===== config.mk =====
export PLATFORM = sky130hd
export DESIGN_NAME = hfsl_cordic_stage
export DESIGN_NICKNAME = d
export VERILOG_FILES = /design/src/hfsl_pkg.sv /design/src/hfsl_cordic_stage.sv
export SDC_FILE = /design/constraint.sdc
export NUM_CORES = 1
export LEC_CHECK = 0
export BUFFER_PORTS_ARGS = -buffer_cell sky130_fd_sc_hd__buf_2
export CORE_MARGIN = 5
export CORE_UTILIZATION = 45
export CTS_BUF_LIST = sky130_fd_sc_hd__clkbuf_2 sky130_fd_sc_hd__clkbuf_4 sky130_fd_sc_hd__clkbuf_8
export DETAILED_ROUTE_END_ITERATION = 16
export PLACE_DENSITY = 0.7
export REMOVE_ABC_BUFFERS = 1
export SETUP_SLACK_MARGIN = 0.02
export SYNTH_ARGS = -nofsm -noshare
export SYNTH_HDL_FRONTEND = slang
export SYNTH_SLANG_ARGS = --single-unit

===== constraint.sdc =====
create_clock -name clk_i -period 7 [get_ports clk_i]
set_input_delay 1.05 -clock clk_i [delete_from_list [all_inputs] [get_ports clk_i]]
set_output_delay 1.05 -clock clk_i [all_outputs]
set_load 0.05 [all_outputs]

===== src/hfsl_pkg.sv =====
`timescale 1ns / 1ps
// Shared types, constants and the arctangent table for the slew-limited heading follower.
// No dependencies; every other file of the block but hfsl_stream_if imports this package.

package hfsl_pkg;

  // Iteration count and table size
  localparam int unsigned CORDIC_STEPS = 16;
  localparam int unsigned ATAN_LEN     = 24;

  // Datapath widths
  localparam int unsigned CoordW = 16;  // pixel coordinates and config words
  localparam int unsigned ElapsedW = 20;
  localparam int unsigned AngleW = 16;  // binary angle, full turn = 2^16
  localparam int unsigned FineW = 24;   // fine angle, full turn = 2^24
  localparam int unsigned CordicW = 28; // x/y working width incl. CORDIC gain
  localparam int unsigned LimitW = 20;  // (rate * elapsed) >> 16
  localparam int unsigned ProdW = CoordW + ElapsedW;
  localparam int unsigned FracShift = 8; // coordinates scaled by 256 for CORDIC

  localparam logic [FineW-1:0] HALF_TURN_FINE = 24'h80_0000;
  localparam logic [FineW-1:0] BEARING_ROUND  = 24'd128;

  // Register reset values
  localparam logic [CoordW-1:0] PIVOT_X_RST   = 16'd400;
  localparam logic [CoordW-1:0] PIVOT_Y_RST   = 16'd300;
  localparam logic [CoordW-1:0] TURN_RATE_RST = 16'd179;

  // Configuration register indexes
  localparam int unsigned CfgIdxW = 2;
  localparam logic [CfgIdxW-1:0] CFG_PIVOT_X   = 2'd0;
  localparam logic [CfgIdxW-1:0] CFG_PIVOT_Y   = 2'd1;
  localparam logic [CfgIdxW-1:0] CFG_TURN_RATE = 2'd2;

  typedef enum logic [1:0] {
    DIR_NONE = 2'd0,
    DIR_POS  = 2'd1,
    DIR_NEG  = 2'd2
  } turn_dir_e;

  typedef struct packed {
    logic signed [CoordW-1:0] target_x;
    logic signed [CoordW-1:0] target_y;
    logic [ElapsedW-1:0]      elapsed_us;
  } in_item_t;

  typedef struct packed {
    logic [AngleW-1:0] heading;
    logic [AngleW-1:0] bearing;
    turn_dir_e         turn_dir;
  } out_item_t;

  typedef struct packed {
    logic [CfgIdxW-1:0] index;
    logic [CoordW-1:0]  data;
  } cfg_item_t;

  typedef struct packed {
    logic signed [CoordW-1:0] pivot_x;
    logic signed [CoordW-1:0] pivot_y;
    logic [CoordW-1:0]        turn_rate;
  } cfg_regs_t;

  // Data carried down the CORDIC pipeline
  typedef struct packed {
    logic signed [CordicW-1:0] x;
    logic signed [CordicW-1:0] y;
    logic [FineW-1:0]          z;
    logic                      at_pivot;
    logic [LimitW-1:0]         limit;
  } cordic_t;

  // atan(2^-i) in 2^-8 binary angle units, rounded to nearest
  function automatic logic [FineW-1:0] atan_fine(input int unsigned idx);
    logic [FineW-1:0] val;
    case (idx)
      0:  val = 24'd2097152;
      1:  val = 24'd1238021;
      2:  val = 24'd654136;
      3:  val = 24'd332050;
      4:  val = 24'd166669;
      5:  val = 24'd83416;
      6:  val = 24'd41718;
      7:  val = 24'd20860;
      8:  val = 24'd10430;
      9:  val = 24'd5215;
      10: val = 24'd2608;
      11: val = 24'd1304;
      12: val = 24'd652;
      13: val = 24'd326;
      14: val = 24'd163;
      15: val = 24'd81;
      16: val = 24'd41;
      17: val = 24'd20;
      18: val = 24'd10;
      19: val = 24'd5;
      20: val = 24'd3;
      21: val = 24'd1;
      22: val = 24'd1;
      default: val = '0;
    endcase
    return val;
  endfunction

endpackage


===== src/hfsl_cordic_stage.sv =====
`timescale 1ns / 1ps
// One registered CORDIC vectoring iteration with its own valid bit.
// Depends on hfsl_pkg.

module hfsl_cordic_stage #(
  parameter int unsigned StageIdx = 0
) (
  input  logic              clk_i,
  input  logic              rst_ni,
  input  logic              valid_i,
  input  hfsl_pkg::cordic_t data_i,
  output logic              ready_o,
  input  logic              ready_next_i,
  output logic              valid_o,
  output hfsl_pkg::cordic_t data_o
);
  import hfsl_pkg::*;

  logic    valid_q;
  cordic_t data_q;
  cordic_t data_d;
  logic    rot_pos;

  assign ready_o = !valid_q || ready_next_i;

  // Drive y towards zero; floor shifts throughout
  always_comb begin
    rot_pos = !data_i.y[CordicW-1] && (data_i.y != '0);
    data_d  = data_i;
    if (rot_pos) begin
      data_d.x = data_i.x + (data_i.y >>> StageIdx);
      data_d.y = data_i.y - (data_i.x >>> StageIdx);
      data_d.z = data_i.z + atan_fine(StageIdx);
    end else begin
      data_d.x = data_i.x - (data_i.y >>> StageIdx);
      data_d.y = data_i.y + (data_i.x >>> StageIdx);
      data_d.z = data_i.z - atan_fine(StageIdx);
    end
  end

  always_ff @(posedge clk_i or negedge rst_ni) begin
    if (!rst_ni) begin
      valid_q <= 1'b0;
    end else if (ready_o) begin
      valid_q <= valid_i;
    end
  end

  always_ff @(posedge clk_i) begin
    if (ready_o && valid_i) begin
      data_q <= data_d;
    end
  end

  assign valid_o = valid_q;
  assign data_o  = data_q;

endmodule


# Yosys cells after proc, flatten, opt, wreduce, memory -nomap -nowiden
# Cells that the tools add are included.
[word_totals] word_cells=18 input_bits=105 out_inout_bits=103 ff_bits=102
[classes] mux=1 add_sub_neg=5 reduce_logical=6
[ops] op="80-bit 2-to-1 mux" count=1
[ops] op="28-bit subtractor" count=2
[ops] op="28-bit adder" count=1
[ops] op="28-bit nonzero test" count=1
[ops] op="24-bit by 22-bit adder with 24-bit output, second input constant" count=1
[ops] op="24-bit by 22-bit subtractor with 24-bit output, second input constant" count=1
[ops] op="1-bit logical AND" count=2
[ops] op="1-bit logical NOT" count=2
[ops] op="1-bit logical OR" count=1

# Longest topological paths before layout
[depth] ltp_word=3 mapped_depth=12 ltp_nobuf=12

# Worst setup path after synthesis
# No wires, ideal clock.
[synth_path] path_type="input to register" startpoint="input port ready_next_i" endpoint="register data_q, in the netlist data_o[0], enable pin" setup_time_ns=0.470 setup_slack_ns=2.626 t_arrival_ns=3.905 path_buffers=0 required_time_ns=6.530 path_stages=2 path_cell_list="nand2b_1 -> and2_1"
[synth_via] elab_chain_cells=2
[synth_rtl] item="from (decl)" line="hfsl_cordic_stage.sv:13" source="input logic ready_next_i,"
[synth_rtl] item="1-bit logical OR" line="hfsl_cordic_stage.sv:24" source="assign ready_o = !valid_q || ready_next_i;"
[synth_rtl] item="1-bit logical AND" line="hfsl_cordic_stage.sv:50" source="if (ready_o && valid_i) begin"
[synth_rtl] item="to (signal assigned)" line="hfsl_cordic_stage.sv:51" source="data_q <= data_d;"
[synth_rtl] item="to (decl)" line="hfsl_cordic_stage.sv:20" source="cordic_t data_q;"
# No other way between the ends.
# A chain may end at the register's enable or synchronous reset.

==> results.json <==
{
  "status": "completed",
  "startpoint": "data_i[56]",
  "die_area_um2": 20100,
  "rsz0062_at_grt": "no",
  "wl_um": 24200,
  "cts_setup_buffers": 0,
  "timing.rr.start": "valid_o",
  "grt_pass1_wl_um": 37100,
  "arrival_ns": 3.95,
  "drc": 0,
  "root_buffer": "clkbuf_8",
  "drv_cap": 0,
  "synth_edf_count": 100,
  "dieWidth_um": 142,
  "pin_count": 208,
  "async_reset_ff_share_pct": 0.990,
  "grtUsageTotal_pct": 23.3,
  "cts_hold_buf": 0,
  "syn-cell-area_um2": 7810,
  "dieHeight_um": 142,
  "stdcell_area_um2": 9220,
  "final_nets": 1214,
  "drive_gt1_share_pct": 23.7,
  "synth.top_cell.area_share_pct": 38.4,
  "clock_skew_ns": 0.0210,
  "fin_setup_tns_ns": 0,
  "initial_core_util_pct": 45.5,
  "antenna_left": 0,
  "synth_area_leaders": "edfxtp_1 38%, ha_1 13%, a21oi_1 6.0%, xnor2_1 5.2%, inv_1 4.2%",
  "yosysSeqAreaShare_pct": 38.8,
  "timing.final.crit_period_ns": 3.77,
  "fmax_ghz": 0.265,
  "clock_path_buffers": 2,
  "grt_max_degree": 64,
  "powerDensity_nw_per_um2": 207,
  "clkTransAtPathRegs_ns": 0.13,
  "finish.utilization_pct": 53.7,
  "clkLatencyLatePin_ns": 0.41,
  "rows": 48,
  "ys_ff_latch": 101,
  "hpwl_um": 18800,
  "yosysUniqueCellTypes": 73,
  "grt_overflow_total": 0,
  "cts_tree": "built",
  "p_leak_nw": 4.12,
  "crit_required_ns": 7.18,
  "drt-wirelength-per-cell_um": 19.3,
  "gp_congestion": 0.957,
  "crit_type": "input pin to flip-flop",
  "cts_max_level": 3,
  "synth_top_area_cell": "edfxtp_1",
  "area_delta_synth_final_pct": 18.0,
  "tightest_slew_ns": 0.865,
  "viasPerCell": 5.65,
  "core-area_um2": 17200,
  "ys.flop_type": "edfxtp_1",
  "slew_headroom_pct": 42.2,
  "ff2ff_setup_slack_ns": 4.85,
  "vdd_drop_max_uv": 102,
  "finalCritPeriodShare_pct": 53.9,
  "ctsResizeCount": 0,
  "ys_warn_count": 0,
  "cts_buffers": 9,
  "cp-start-kind": "input pin",
  "first_iter_violations": 513,
  "antenna_found_initial": 1,
  "vias": 7086,
  "drv_slew": 0,
  "avgSynthCellArea_um2": 9.29,
  "synth_cells": 841,
  "dr.pass1.iters": 5,
  "first_global_vias": 6778,
  "placed_area_um2": 9000,
  "portBuffers": 207,
  "cts_sinks": 101,
  "crit_path_max_fanout": 14,
  "setup_viol": 0,
  "hp-class": "input pin to async pin",
  "hold_violations": 0,
  "crit_path_end_kind": "flip-flop"
}
-- cells in the final DEF, fill, tap and decap left out, drive strengths merged, types with 9 or more instances in the layout --
cell	netlist	routed
inv	91	94
nand3	10	10
nor4	12	12
xor2	9	9
mux2i	9	9
nand2	37	37
a21o	23	23
nor3	20	20
ha	81	81
edfxtp	100	100
nor2	76	76
xnor2	46	46
clkbuf	26	9
a21oi	93	93
a31oi	12	12
o21bai	11	11
buf	11	209
o21ai	53	53
o31ai	12	12
-- Yosys cell counts, types with 3 or more instances --
| cell | n |
|---|---|
| a2111oi_0 | 3 |
| a211oi_1 | 7 |
| a21o_1 | 23 |
| a21oi_1 | 93 |
| a31oi_1 | 12 |
| and2_1 | 6 |
| and3_1 | 5 |
| buf_1 | 3 |
| buf_2 | 6 |
| clkbuf_1 | 26 |
| edfxtp_1 | 100 |
| fa_1 | 4 |
| ha_1 | 81 |
| inv_1 | 87 |
| inv_2 | 4 |
| mux2i_1 | 9 |
| nand2_1 | 37 |
| nand2b_1 | 8 |
| nand3_1 | 10 |
| nand4_1 | 8 |
| nor2_1 | 76 |
| nor2b_1 | 6 |
| nor3_1 | 19 |
| nor4_1 | 12 |
| o211a_1 | 3 |
| o211ai_1 | 8 |
| o21ai_0 | 34 |
| o21ai_1 | 17 |
| o21bai_1 | 11 |
| o22ai_1 | 4 |
| o31ai_1 | 11 |
| o41ai_1 | 4 |
| or2_2 | 3 |
| xnor2_1 | 46 |
| xor2_1 | 9 |
-- logic make-up (layout without fill, tap and decap cells) --
kind of cell / after synthesis / in the layout / synth area share (%)
buffers and inverters: 129 / 317 / 6.44
muxes: 9 / 9 / 1.15
adders and majority gates: 85 / 85 / 14.0
other: 0 / 1 / 0
xor gates and xnor gates: 55 / 55 / 6.17
DFF: 101 / 101 / 38.8
and+or+nand+nor: 203 / 203 / 12.5
AOI/OAI and AO/OA: 259 / 259 / 21.0
-- per-stage QoR --
step / instances / power (mW) / setup slack [ns] / hold WS (ns)
final: 1255 / 1.91 / 3.23 / 0.387
after global routing: 1255 / 2.00 / 3.06 / 0.361
after CTS: 1254 / 1.91 / 3.33 / 0.380
after detailed placement: 1238 / 1.51 / 2.88 / 0.528
after global placement: 1238 / 1.50 / 2.87 / 0.509
after floorplan: 804 / 1.30 / 1.22 / 0.754
-- state kept, by name, summed over array words and instances (netlist names) --
register / cells
data_o: 100
valid_o: 1
-- path summary, 6_finish.rpt --
| path | end | cells after the start |
|---|---|---|
| max | data_o[71] | 12 |
| min | valid_o | 1 |
| max reg2reg | data_o[15] | 3 |
| min reg2reg | valid_o | 2 |
| max in group asynchronous | valid_o | 1 |
| min in group clk_i | valid_o | 2 |
-- worst max-delay path: stages --
cell and delay, ns:
buf_2 0.15, inv_1 0.06, ha_1 0.48, a21o_1 0.26, a211oi_1 0.23, nor2_1 0.08, o41ai_1 0.46, o31ai_1 0.15
a311oi_1 0.48, a21oi_1 0.08, o32a_1 0.33, xor2_1 0.15
-- where the power goes --
part | total, mW | switching (mW) | internal, mW | leakage [nW]
combinational | 0.742 | 0.521 | 0.221 | 3.06
sequential | 0.756 | 0.0126 | 0.744 | 0.963
clock | 0.409 | 0.262 | 0.146 | 0.106
-- layout make-up --
cell class / count / area, um2
timing repair buffer: 209 / 1050
sequential: 101 / 3030
clock inverter: 7 / 91.3
clock buffer: 9 / 124
antenna: 1 / 2.50
inverter: 92 / 345
tap: 225 / 282
fill: 1642 / 7960
multi-input combinational: 611 / 4290
-- routing by layer --
metal  up-vias  share of wire, %  track usage, %
li1       3375                 -               -
met1      3350                44            31.6
met2       325                46            37.6
met3        36               8.6            5.39
met4         0               1.9            6.62
met5         -                 0               0
No activity file was read; power rests on OpenSTA's default activity.
