[config.mk]
export PLATFORM = sky130hd
export DESIGN_NAME = hfsl_heading_flat
export DESIGN_NICKNAME = d
export VERILOG_FILES = /design/src/hfsl_pkg.sv /design/src/hfsl_stream_if.sv /design/src/hfsl_heading.sv /design/src/flat_wrapper.sv
export SDC_FILE = /design/constraint.sdc
export NUM_CORES = 1
export LEC_CHECK = 0
export BUFFER_PORTS_ARGS = -buffer_cell sky130_fd_sc_hd__buf_2
export CAP_MARGIN = 25
export CORE_MARGIN = 1.5
export CORE_UTILIZATION = 35
export DETAILED_ROUTE_END_ITERATION = 12
export PLACE_DENSITY = 0.59
export SYNTH_ARGS = -nofsm -noshare
export SYNTH_HDL_FRONTEND = slang
export SYNTH_SLANG_ARGS = --single-unit
[constraint.sdc]
create_clock -name clk_i -period 15.55 [get_ports clk_i]
set_input_delay 1.555 -clock clk_i [delete_from_list [all_inputs] [get_ports clk_i]]
set_output_delay 1.555 -clock clk_i [all_outputs]
set_load 0.05 [all_outputs]
[src/hfsl_pkg.sv]
`timescale 1ns / 1ps
// Shared types, constants and the arctangent table for the slew-limited heading follower.
// No dependencies; every other file of the block but hfsl_stream_if imports this package.

package hfsl_pkg;

  // Iteration count and table size
  localparam int unsigned CORDIC_STEPS = 16;
  localparam int unsigned ATAN_LEN     = 24;

  // Datapath widths
  localparam int unsigned CoordW = 16;  // pixel coordinates and config words
  localparam int unsigned ElapsedW = 20;
  localparam int unsigned AngleW = 16;  // binary angle, full turn = 2^16
  localparam int unsigned FineW = 24;   // fine angle, full turn = 2^24
  localparam int unsigned CordicW = 28; // x/y working width incl. CORDIC gain
  localparam int unsigned LimitW = 20;  // (rate * elapsed) >> 16
  localparam int unsigned ProdW = CoordW + ElapsedW;
  localparam int unsigned FracShift = 8; // coordinates scaled by 256 for CORDIC

  localparam logic [FineW-1:0] HALF_TURN_FINE = 24'h80_0000;
  localparam logic [FineW-1:0] BEARING_ROUND  = 24'd128;

  // Register reset values
  localparam logic [CoordW-1:0] PIVOT_X_RST   = 16'd400;
  localparam logic [CoordW-1:0] PIVOT_Y_RST   = 16'd300;
  localparam logic [CoordW-1:0] TURN_RATE_RST = 16'd179;

  // Configuration register indexes
  localparam int unsigned CfgIdxW = 2;
  localparam logic [CfgIdxW-1:0] CFG_PIVOT_X   = 2'd0;
  localparam logic [CfgIdxW-1:0] CFG_PIVOT_Y   = 2'd1;
  localparam logic [CfgIdxW-1:0] CFG_TURN_RATE = 2'd2;

  typedef enum logic [1:0] {
    DIR_NONE = 2'd0,
    DIR_POS  = 2'd1,
    DIR_NEG  = 2'd2
  } turn_dir_e;

  typedef struct packed {
    logic signed [CoordW-1:0] target_x;
    logic signed [CoordW-1:0] target_y;
    logic [ElapsedW-1:0]      elapsed_us;
  } in_item_t;

  typedef struct packed {
    logic [AngleW-1:0] heading;
    logic [AngleW-1:0] bearing;
    turn_dir_e         turn_dir;
  } out_item_t;

  typedef struct packed {
    logic [CfgIdxW-1:0] index;
    logic [CoordW-1:0]  data;
  } cfg_item_t;

  typedef struct packed {
    logic signed [CoordW-1:0] pivot_x;
    logic signed [CoordW-1:0] pivot_y;
    logic [CoordW-1:0]        turn_rate;
  } cfg_regs_t;

  // Data carried down the CORDIC pipeline
  typedef struct packed {
    logic signed [CordicW-1:0] x;
    logic signed [CordicW-1:0] y;
    logic [FineW-1:0]          z;
    logic                      at_pivot;
    logic [LimitW-1:0]         limit;
  } cordic_t;

  // atan(2^-i) in 2^-8 binary angle units, rounded to nearest
  function automatic logic [FineW-1:0] atan_fine(input int unsigned idx);
    logic [FineW-1:0] val;
    case (idx)
      0:  val = 24'd2097152;
      1:  val = 24'd1238021;
      2:  val = 24'd654136;
      3:  val = 24'd332050;
      4:  val = 24'd166669;
      5:  val = 24'd83416;
      6:  val = 24'd41718;
      7:  val = 24'd20860;
      8:  val = 24'd10430;
      9:  val = 24'd5215;
      10: val = 24'd2608;
      11: val = 24'd1304;
      12: val = 24'd652;
      13: val = 24'd326;
      14: val = 24'd163;
      15: val = 24'd81;
      16: val = 24'd41;
      17: val = 24'd20;
      18: val = 24'd10;
      19: val = 24'd5;
      20: val = 24'd3;
      21: val = 24'd1;
      22: val = 24'd1;
      default: val = '0;
    endcase
    return val;
  endfunction

endpackage

[src/hfsl_stream_if.sv]
`timescale 1ns / 1ps
// Valid/ready channel carrying one payload word per transaction.
// Standalone; the payload type is supplied by the instantiating scope.

interface hfsl_stream_if #(
  parameter type payload_t = logic
) ();
  logic     valid;
  logic     ready;
  payload_t payload;

  modport source (output valid, output payload, input ready);
  modport sink   (input valid, input payload, output ready);
endinterface

[src/hfsl_heading.sv]
`timescale 1ns / 1ps
// Bearing rounding stage, heading state with slew-limited update, and output register.
// Depends on hfsl_pkg and hfsl_stream_if.

module hfsl_heading (
  input  logic              clk_i,
  input  logic              rst_ni,
  input  logic              valid_i,
  input  hfsl_pkg::cordic_t data_i,
  output logic              ready_o,
  hfsl_stream_if.source     out_o
);
  import hfsl_pkg::*;

  logic                  brg_valid_q;
  logic [AngleW-1:0]     brg_q;
  logic [LimitW-1:0]     limit_q;
  logic [FineW-1:0]      z_rounded;
  logic [AngleW-1:0]     brg_d;

  logic                  out_valid_q;
  out_item_t             out_q;
  logic [AngleW-1:0]     heading_q;
  logic [AngleW-1:0]     heading_d;
  turn_dir_e             dir_d;
  logic                  out_ready;

  logic signed [AngleW:0] diff;
  logic [AngleW:0]        diff_abs;
  logic [AngleW-1:0]      mag;
  logic [AngleW-1:0]      step;
  logic                   turn_pos;

  assign out_ready = !out_valid_q || out_o.ready;
  assign ready_o   = !brg_valid_q || out_ready;

  // Fine angle to binary angle, round half up; target at pivot reads as zero
  always_comb begin
    z_rounded = data_i.z + BEARING_ROUND;
    brg_d     = data_i.at_pivot ? '0 : z_rounded[FineW-1 -: AngleW];
  end

  always_ff @(posedge clk_i or negedge rst_ni) begin
    if (!rst_ni) begin
      brg_valid_q <= 1'b0;
    end else if (ready_o) begin
      brg_valid_q <= valid_i;
    end
  end

  always_ff @(posedge clk_i) begin
    if (ready_o && valid_i) begin
      brg_q   <= brg_d;
      limit_q <= data_i.limit;
    end
  end

  // Raw difference, step clamp and shortest-way direction (half turn ties as noted)
  always_comb begin
    diff     = $signed({1'b0, brg_q}) - $signed({1'b0, heading_q});
    diff_abs = diff[AngleW] ? 17'(-diff) : 17'(diff);
    mag      = diff_abs[AngleW-1:0];
    step     = ({{(LimitW-AngleW){1'b0}}, mag} < limit_q) ? mag : limit_q[AngleW-1:0];
    // positive for 0 < d <= half turn, or d below minus half turn
    if (diff > 0) begin
      turn_pos = (diff <= 17'sd32768);
    end else begin
      turn_pos = (diff < -17'sd32768);
    end
    heading_d = heading_q;
    dir_d     = DIR_NONE;
    if ((diff != '0) && (step != '0)) begin
      if (turn_pos) begin
        heading_d = heading_q + step;
        dir_d     = DIR_POS;
      end else begin
        heading_d = heading_q - step;
        dir_d     = DIR_NEG;
      end
    end
  end

  always_ff @(posedge clk_i or negedge rst_ni) begin
    if (!rst_ni) begin
      out_valid_q <= 1'b0;
      heading_q   <= '0;
    end else if (out_ready) begin
      out_valid_q <= brg_valid_q;
      if (brg_valid_q) begin
        heading_q <= heading_d;
      end
    end
  end

  always_ff @(posedge clk_i) begin
    if (out_ready && brg_valid_q) begin
      out_q.heading  <= heading_d;
      out_q.bearing  <= brg_q;
      out_q.turn_dir <= dir_d;
    end
  end

  assign out_o.valid   = out_valid_q;
  assign out_o.payload = out_q;

endmodule

[src/flat_wrapper.sv]
// flat-port wrapper written by rule: the top's interface ports become plain ports
module hfsl_heading_flat import hfsl_pkg::*;
  (clk_i, rst_ni, valid_i, data_i, ready_o, out_o_valid, out_o_payload, out_o_ready);
  hfsl_stream_if out_o_i ();
  input  logic clk_i;
  input  logic rst_ni;
  input  logic valid_i;
  input  hfsl_pkg::cordic_t data_i;
  output logic ready_o;
  output wire logic [$bits(out_o_i.valid)-1:0] out_o_valid;
  output wire logic [$bits(out_o_i.payload)-1:0] out_o_payload;
  input wire logic [$bits(out_o_i.ready)-1:0] out_o_ready;
  assign out_o_valid = out_o_i.valid;
  assign out_o_payload = out_o_i.payload;
  assign out_o_i.ready = out_o_ready;
  hfsl_heading u_core (.clk_i(clk_i), .rst_ni(rst_ni), .valid_i(valid_i), .data_i(data_i), .ready_o(ready_o), .out_o(out_o_i));
endmodule
Word-level counts from Yosys, hierarchy flattened
Index checks and enable logic that the tools add are counted.
{"block": "word_totals", "register_bits": 55, "input_bits": 105, "out_inout_bits": 3, "wordCells": 30}
{"block": "classes", "addsub": 5, "magnitude_cmp": 4, "n_mux": 5, "reduce_logical": 10}
{"operator": "16-bit 2-to-1 mux", "count": 3}
{"operator": "24-bit by 8-bit adder with 24-bit output (second input constant)", "count": 1}
{"operator": "16-bit by 20-bit less-than comparator with 1-bit output", "count": 1}
{"operator": "17-bit by 1-bit greater-than comparator with 1-bit output (second input constant)", "count": 1}
{"operator": "17-bit less-or-equal comparator (second input constant)", "count": 1}
{"operator": "17-bit by 16-bit less-than comparator with 1-bit output (second input constant)", "count": 1}
{"operator": "17-bit nonzero test", "count": 1}
{"operator": "16-bit by 16-bit subtractor with 17-bit output", "count": 1}
{"operator": "16-bit adder", "count": 1}
{"operator": "16-bit negator", "count": 1}
{"operator": "16-bit nonzero test", "count": 1}
{"operator": "16-bit subtractor", "count": 1}
{"operator": "1-bit logical AND", "count": 3}
{"operator": "3-bit AND reduction", "count": 1}
{"operator": "1-bit logical NOT", "count": 2}
{"operator": "1-bit logical OR", "count": 2}
{"operator": "1-bit 2-to-1 mux", "count": 2}

Depth between registers and ports, before layout
{"block": "logic_depth", "depth_word": 8, "mapped_depth": 36, "ltp_nobuf": 34}

Worst setup path after synthesis
No wires, ideal clock.
{"block": "synth_path", "kind": "reg-to-reg", "from": "register u_core.heading_q[0]", "to": "register u_core.heading_q[14]", "setup_ps": 125, "arrival_time_ps": 7459, "required_time_ps": 15425, "setup_slack_ps": 7965, "stages_incl_launch_ff": 35, "path_buffers": 3, "period_less_slack_ps": 7585, "path_cell_list": "dfrtp_1 -> ha_1 -> fa_1 -> xor2_2 -> or3b_1 -> mux2_2 -> nor2_1 -> nand4_1 -> nor3_1 -> a21oi_1 -> xor2_1 -> inv_1 -> ha_1 -> a21oi_1 -> o21ai_0 -> a2111oi_0 -> a21o_1 -> buf_2 -> buf_1 -> clkbuf_1 -> o311ai_0 -> xnor2_1 -> ha_1 -> a21o_1 -> a21oi_1 -> o21bai_1 -> a21oi_1 -> o21bai_1 -> a21oi_1 -> o21ai_0 -> nor4_1 -> o41ai_1 -> a21oi_1 -> xnor2_1 -> mux2_4"}
{"block": "synth_via", "elab_chain_cells": 8, "word_cells_on_any_way": 16, "classes_between": "add/sub (4); order compare (4); mux (4); reduce/logical (4)"}
{"element": "start, declared", "line_no": "hfsl_heading.sv:23", "text": "logic [AngleW-1:0] heading_q;"}
{"element": "start signal, assigned", "line_no": "hfsl_heading.sv:90", "text": "heading_q <= heading_d;"}
{"element": "branches (longest 8 deep; another with 16-bit by 20-bit less-than comparator with 1-bit output)"}
Several ways; the timed one is not identified.
A chain may end at the register's enable or synchronous reset.

Worst setup path after layout
{"block": "layout_path", "from": "register u_core.heading_q[0]", "to": "register u_core.heading_q[15]"}
Same word-level chain as after synthesis.

==> results.md <==
- Status: complete, but fails checks
- Failing checks: design-rule violations
- Final Hold Vio Count: 0
- CTS H-tree depth: 2
- Mapped Avg Cell Area: 8.78 sq um
- Fin crit share: 0.570
- DR vias: 4582
- Synth cell types: 73
- Kind of critical path: flip-flop to flip-flop
- Total die area: 0.0159 sq mm
- Nets: 795
- Port Buffers: 44
- Synthesized area: 0.00529 sq mm
- Crit Path Max Fanout: 30
- Register area share after synthesis: 0.295
- CP Capture Type: flip-flop
- Dpl ws: 6.89 ns
- Simple-gate portion of the synthesized area: 0.191
- Root buffer selected by CTS: clkbuf_16
- Total core area: 0.0146 sq mm
- Xor-xnor portion of the synthesized cell area: 0.115
- CP startpoint kind: flip-flop
- Reg clk slew, reported paths: 0.07 ns
- Crit path launch: u_core.heading_q[0]
- Pre-Repair DR Iteration Count: 9
- Hpwl dp: 10600 um
- RSZ-0062 raised after global routing: no
- CTS Buffer Depth: 2
- Max Slew Vio Count: 0
- GP Congestion: 0.899
- Cell count after synthesis: 603
- Grt total ovfl: 0
- CTS resizes: 0
- Min-delay src: u_core.brg_valid_q
- Routed wire length per instance: 16.0 um
- Setup TNS Final: 0 ns
- Synth Register Bits: 55
- DRC: 2
- WP data required: 15.78 ns
- Post-DRT Antenna Nets: 0
- Total Wirelength: 13200 um
- Adder-Cell Fraction of Synth Area: 0.119
- Vias per std cell: 5.55
- CTS tree: built
- I/O pins: 108
- Setup bufs post-CTS: 0
- Normalized max-slew margin: 0.360
- Worst Path Arrival: 9.10 ns
- Die Ht: 126 um
- # rows: 44
- First-pass GRT wire length: 22300 um
- Mux contribution to synthesized area: 0.0508
- Post-synth EDFFs: 37
- Clock sink count: 55
- Inserted Diodes: 0
- Area delta synth->final: 10.3%
- Largest family of logic cells by synthesized area: simple AND/OR/NAND/NOR gates
- Max-cap violations: 0
- RR Startpoint: u_core.heading_q[0]
- Worst-Skew Late Latency: 0.31 ns
- Critical Path Most Common Cell: a21oi_1
- DRT iter0 DRCs: 243
- Commonest non-fill, non-tap cell in the layout: nor2_1
- Main flop type after synthesis: edfxtp_1
- # setup viols final: 0
- Share of flip-flops with an asynchronous set or reset: 0.327
- Pin count of the biggest net entering global routing: 37
- YS warnings: 0
- Crit-path max cell delay: 0.76 ns
- Layout cells sized above 1: 0.121
- Commonest cells after routing, fill and taps aside: nor2_1 (55), nand2_1 (51), ha_1 (47)
- Top delay family on crit path: compound AO/OA/AOI/OAI gates
- Syn Nets: 757
- Vias in the first global route: 4583
- Fin crit period: 8.87 ns
- Worst Tran Pin Value: 0.960 ns
- Crit path max-delay cell type: a2111oi_0
- TritonCTS Buffers: 5
- Compound-gate portion of the synthesized area: 0.187
- Worst Skew: 0.00570 ns
- GRT Util Overall: 0.177
- Fmax: 113 MHz
- # hold bufs at CTS: 0
- Buf/Inv on CP: 2
- Post-layout util: 0.398
- FILL cells: 1497
- Initial antenna violation count: 0
- DIE WIDTH: 126 um
- Worst setup margin: 6.68 ns
- Min-Delay Path Class: flip-flop to flip-flop
- Initial core utilization: 0.361
## final cells by class
type | count | area [sq um] | share of cell area
multi-input cells | 491 | 3500 | 0.601
clock buffers | 6 | 129 | 0.0221
clock inverters | 2 | 12.5 | 0.00214
repair buffers | 47 | 243 | 0.0416
flip-flops and latches | 55 | 1560 | 0.268
inverters | 41 | 154 | 0.0264
well taps | 184 | 230 | 0.0395
## synthesized netlist by cell type (all sizes together) (8+ instances only)
cell type / count / share of area
nor2: 57 / 0.041
nand2: 51 / 0.036
ha: 47 / 0.11
a21oi: 43 / 0.041
inv: 41 / 0.029
xnor2: 38 / 0.063
edfxtp: 37 / 0.21
o21ai: 32 / 0.030
xor2: 28 / 0.048
dfrtp: 18 / 0.085
mux2i: 16 / 0.030
nand3: 15 / 0.015
a21o: 12 / 0.017
clkbuf: 11 / 0.0078
mux2: 9 / 0.021
a211oi: 8 / 0.011
and2: 8 / 0.0095
nand2b: 8 / 0.0095
nand4: 8 / 0.0095
## layer usage
layer	vias to the layer above	global-route usage	routed length [um]
met1	2176	0.234	6170
met2	116	0.298	6070
li1	2275	-	-
met3	15	0.0251	639
met5	-	0	0
met4	0	0.0595	302
## stage by stage
stage / instances / area [sq um] / hold WS (ns)
finish: 826 / 5830 / 0.495
global route: 826 / 5830 / 0.517
CTS: 826 / 5830 / 0.504
detailed placement: 818 / 5690 / 0.483
global placement: 818 / 5690 / 0.469
floorplan: 603 / 5290 / 0.449
## state kept, by name, indices dropped and copies added, names as in the netlist
name	cells
u_core.brg_q	16
u_core.limit_q	20
u_core.brg_valid_q	1
u_core.out_o.valid	1
u_core.heading_q	16
u_core.out_o.payload	1
## worst paths after layout
path,to,slack (ns),cells after the start
max reg2reg,u_core.heading_q[15],6.68,33
min reg2reg,u_core.out_o.valid,0.50,1
max in group asynchronous,u_core.heading_q[13],14.05,1
min in group asynchronous,u_core.heading_q[11],1.18,1
min,u_core.out_o.valid,0.50,1
max,u_core.heading_q[15],6.68,33
## kinds of logic (layout without fill, tap and decap cells)
kind of cell / count (synthesis) / count (layout)
AOI/OAI and AO/OA: 151 / 151
buffers and inverters: 57 / 96
adders and majority gates: 49 / 49
DFF: 55 / 55
xor gates and xnor gates: 67 / 67
muxes: 25 / 25
and+or+nand+nor: 199 / 199
Power is not shown: default switching activity piles up to over one toggle a cycle in this logic, so the estimate is an artifact.
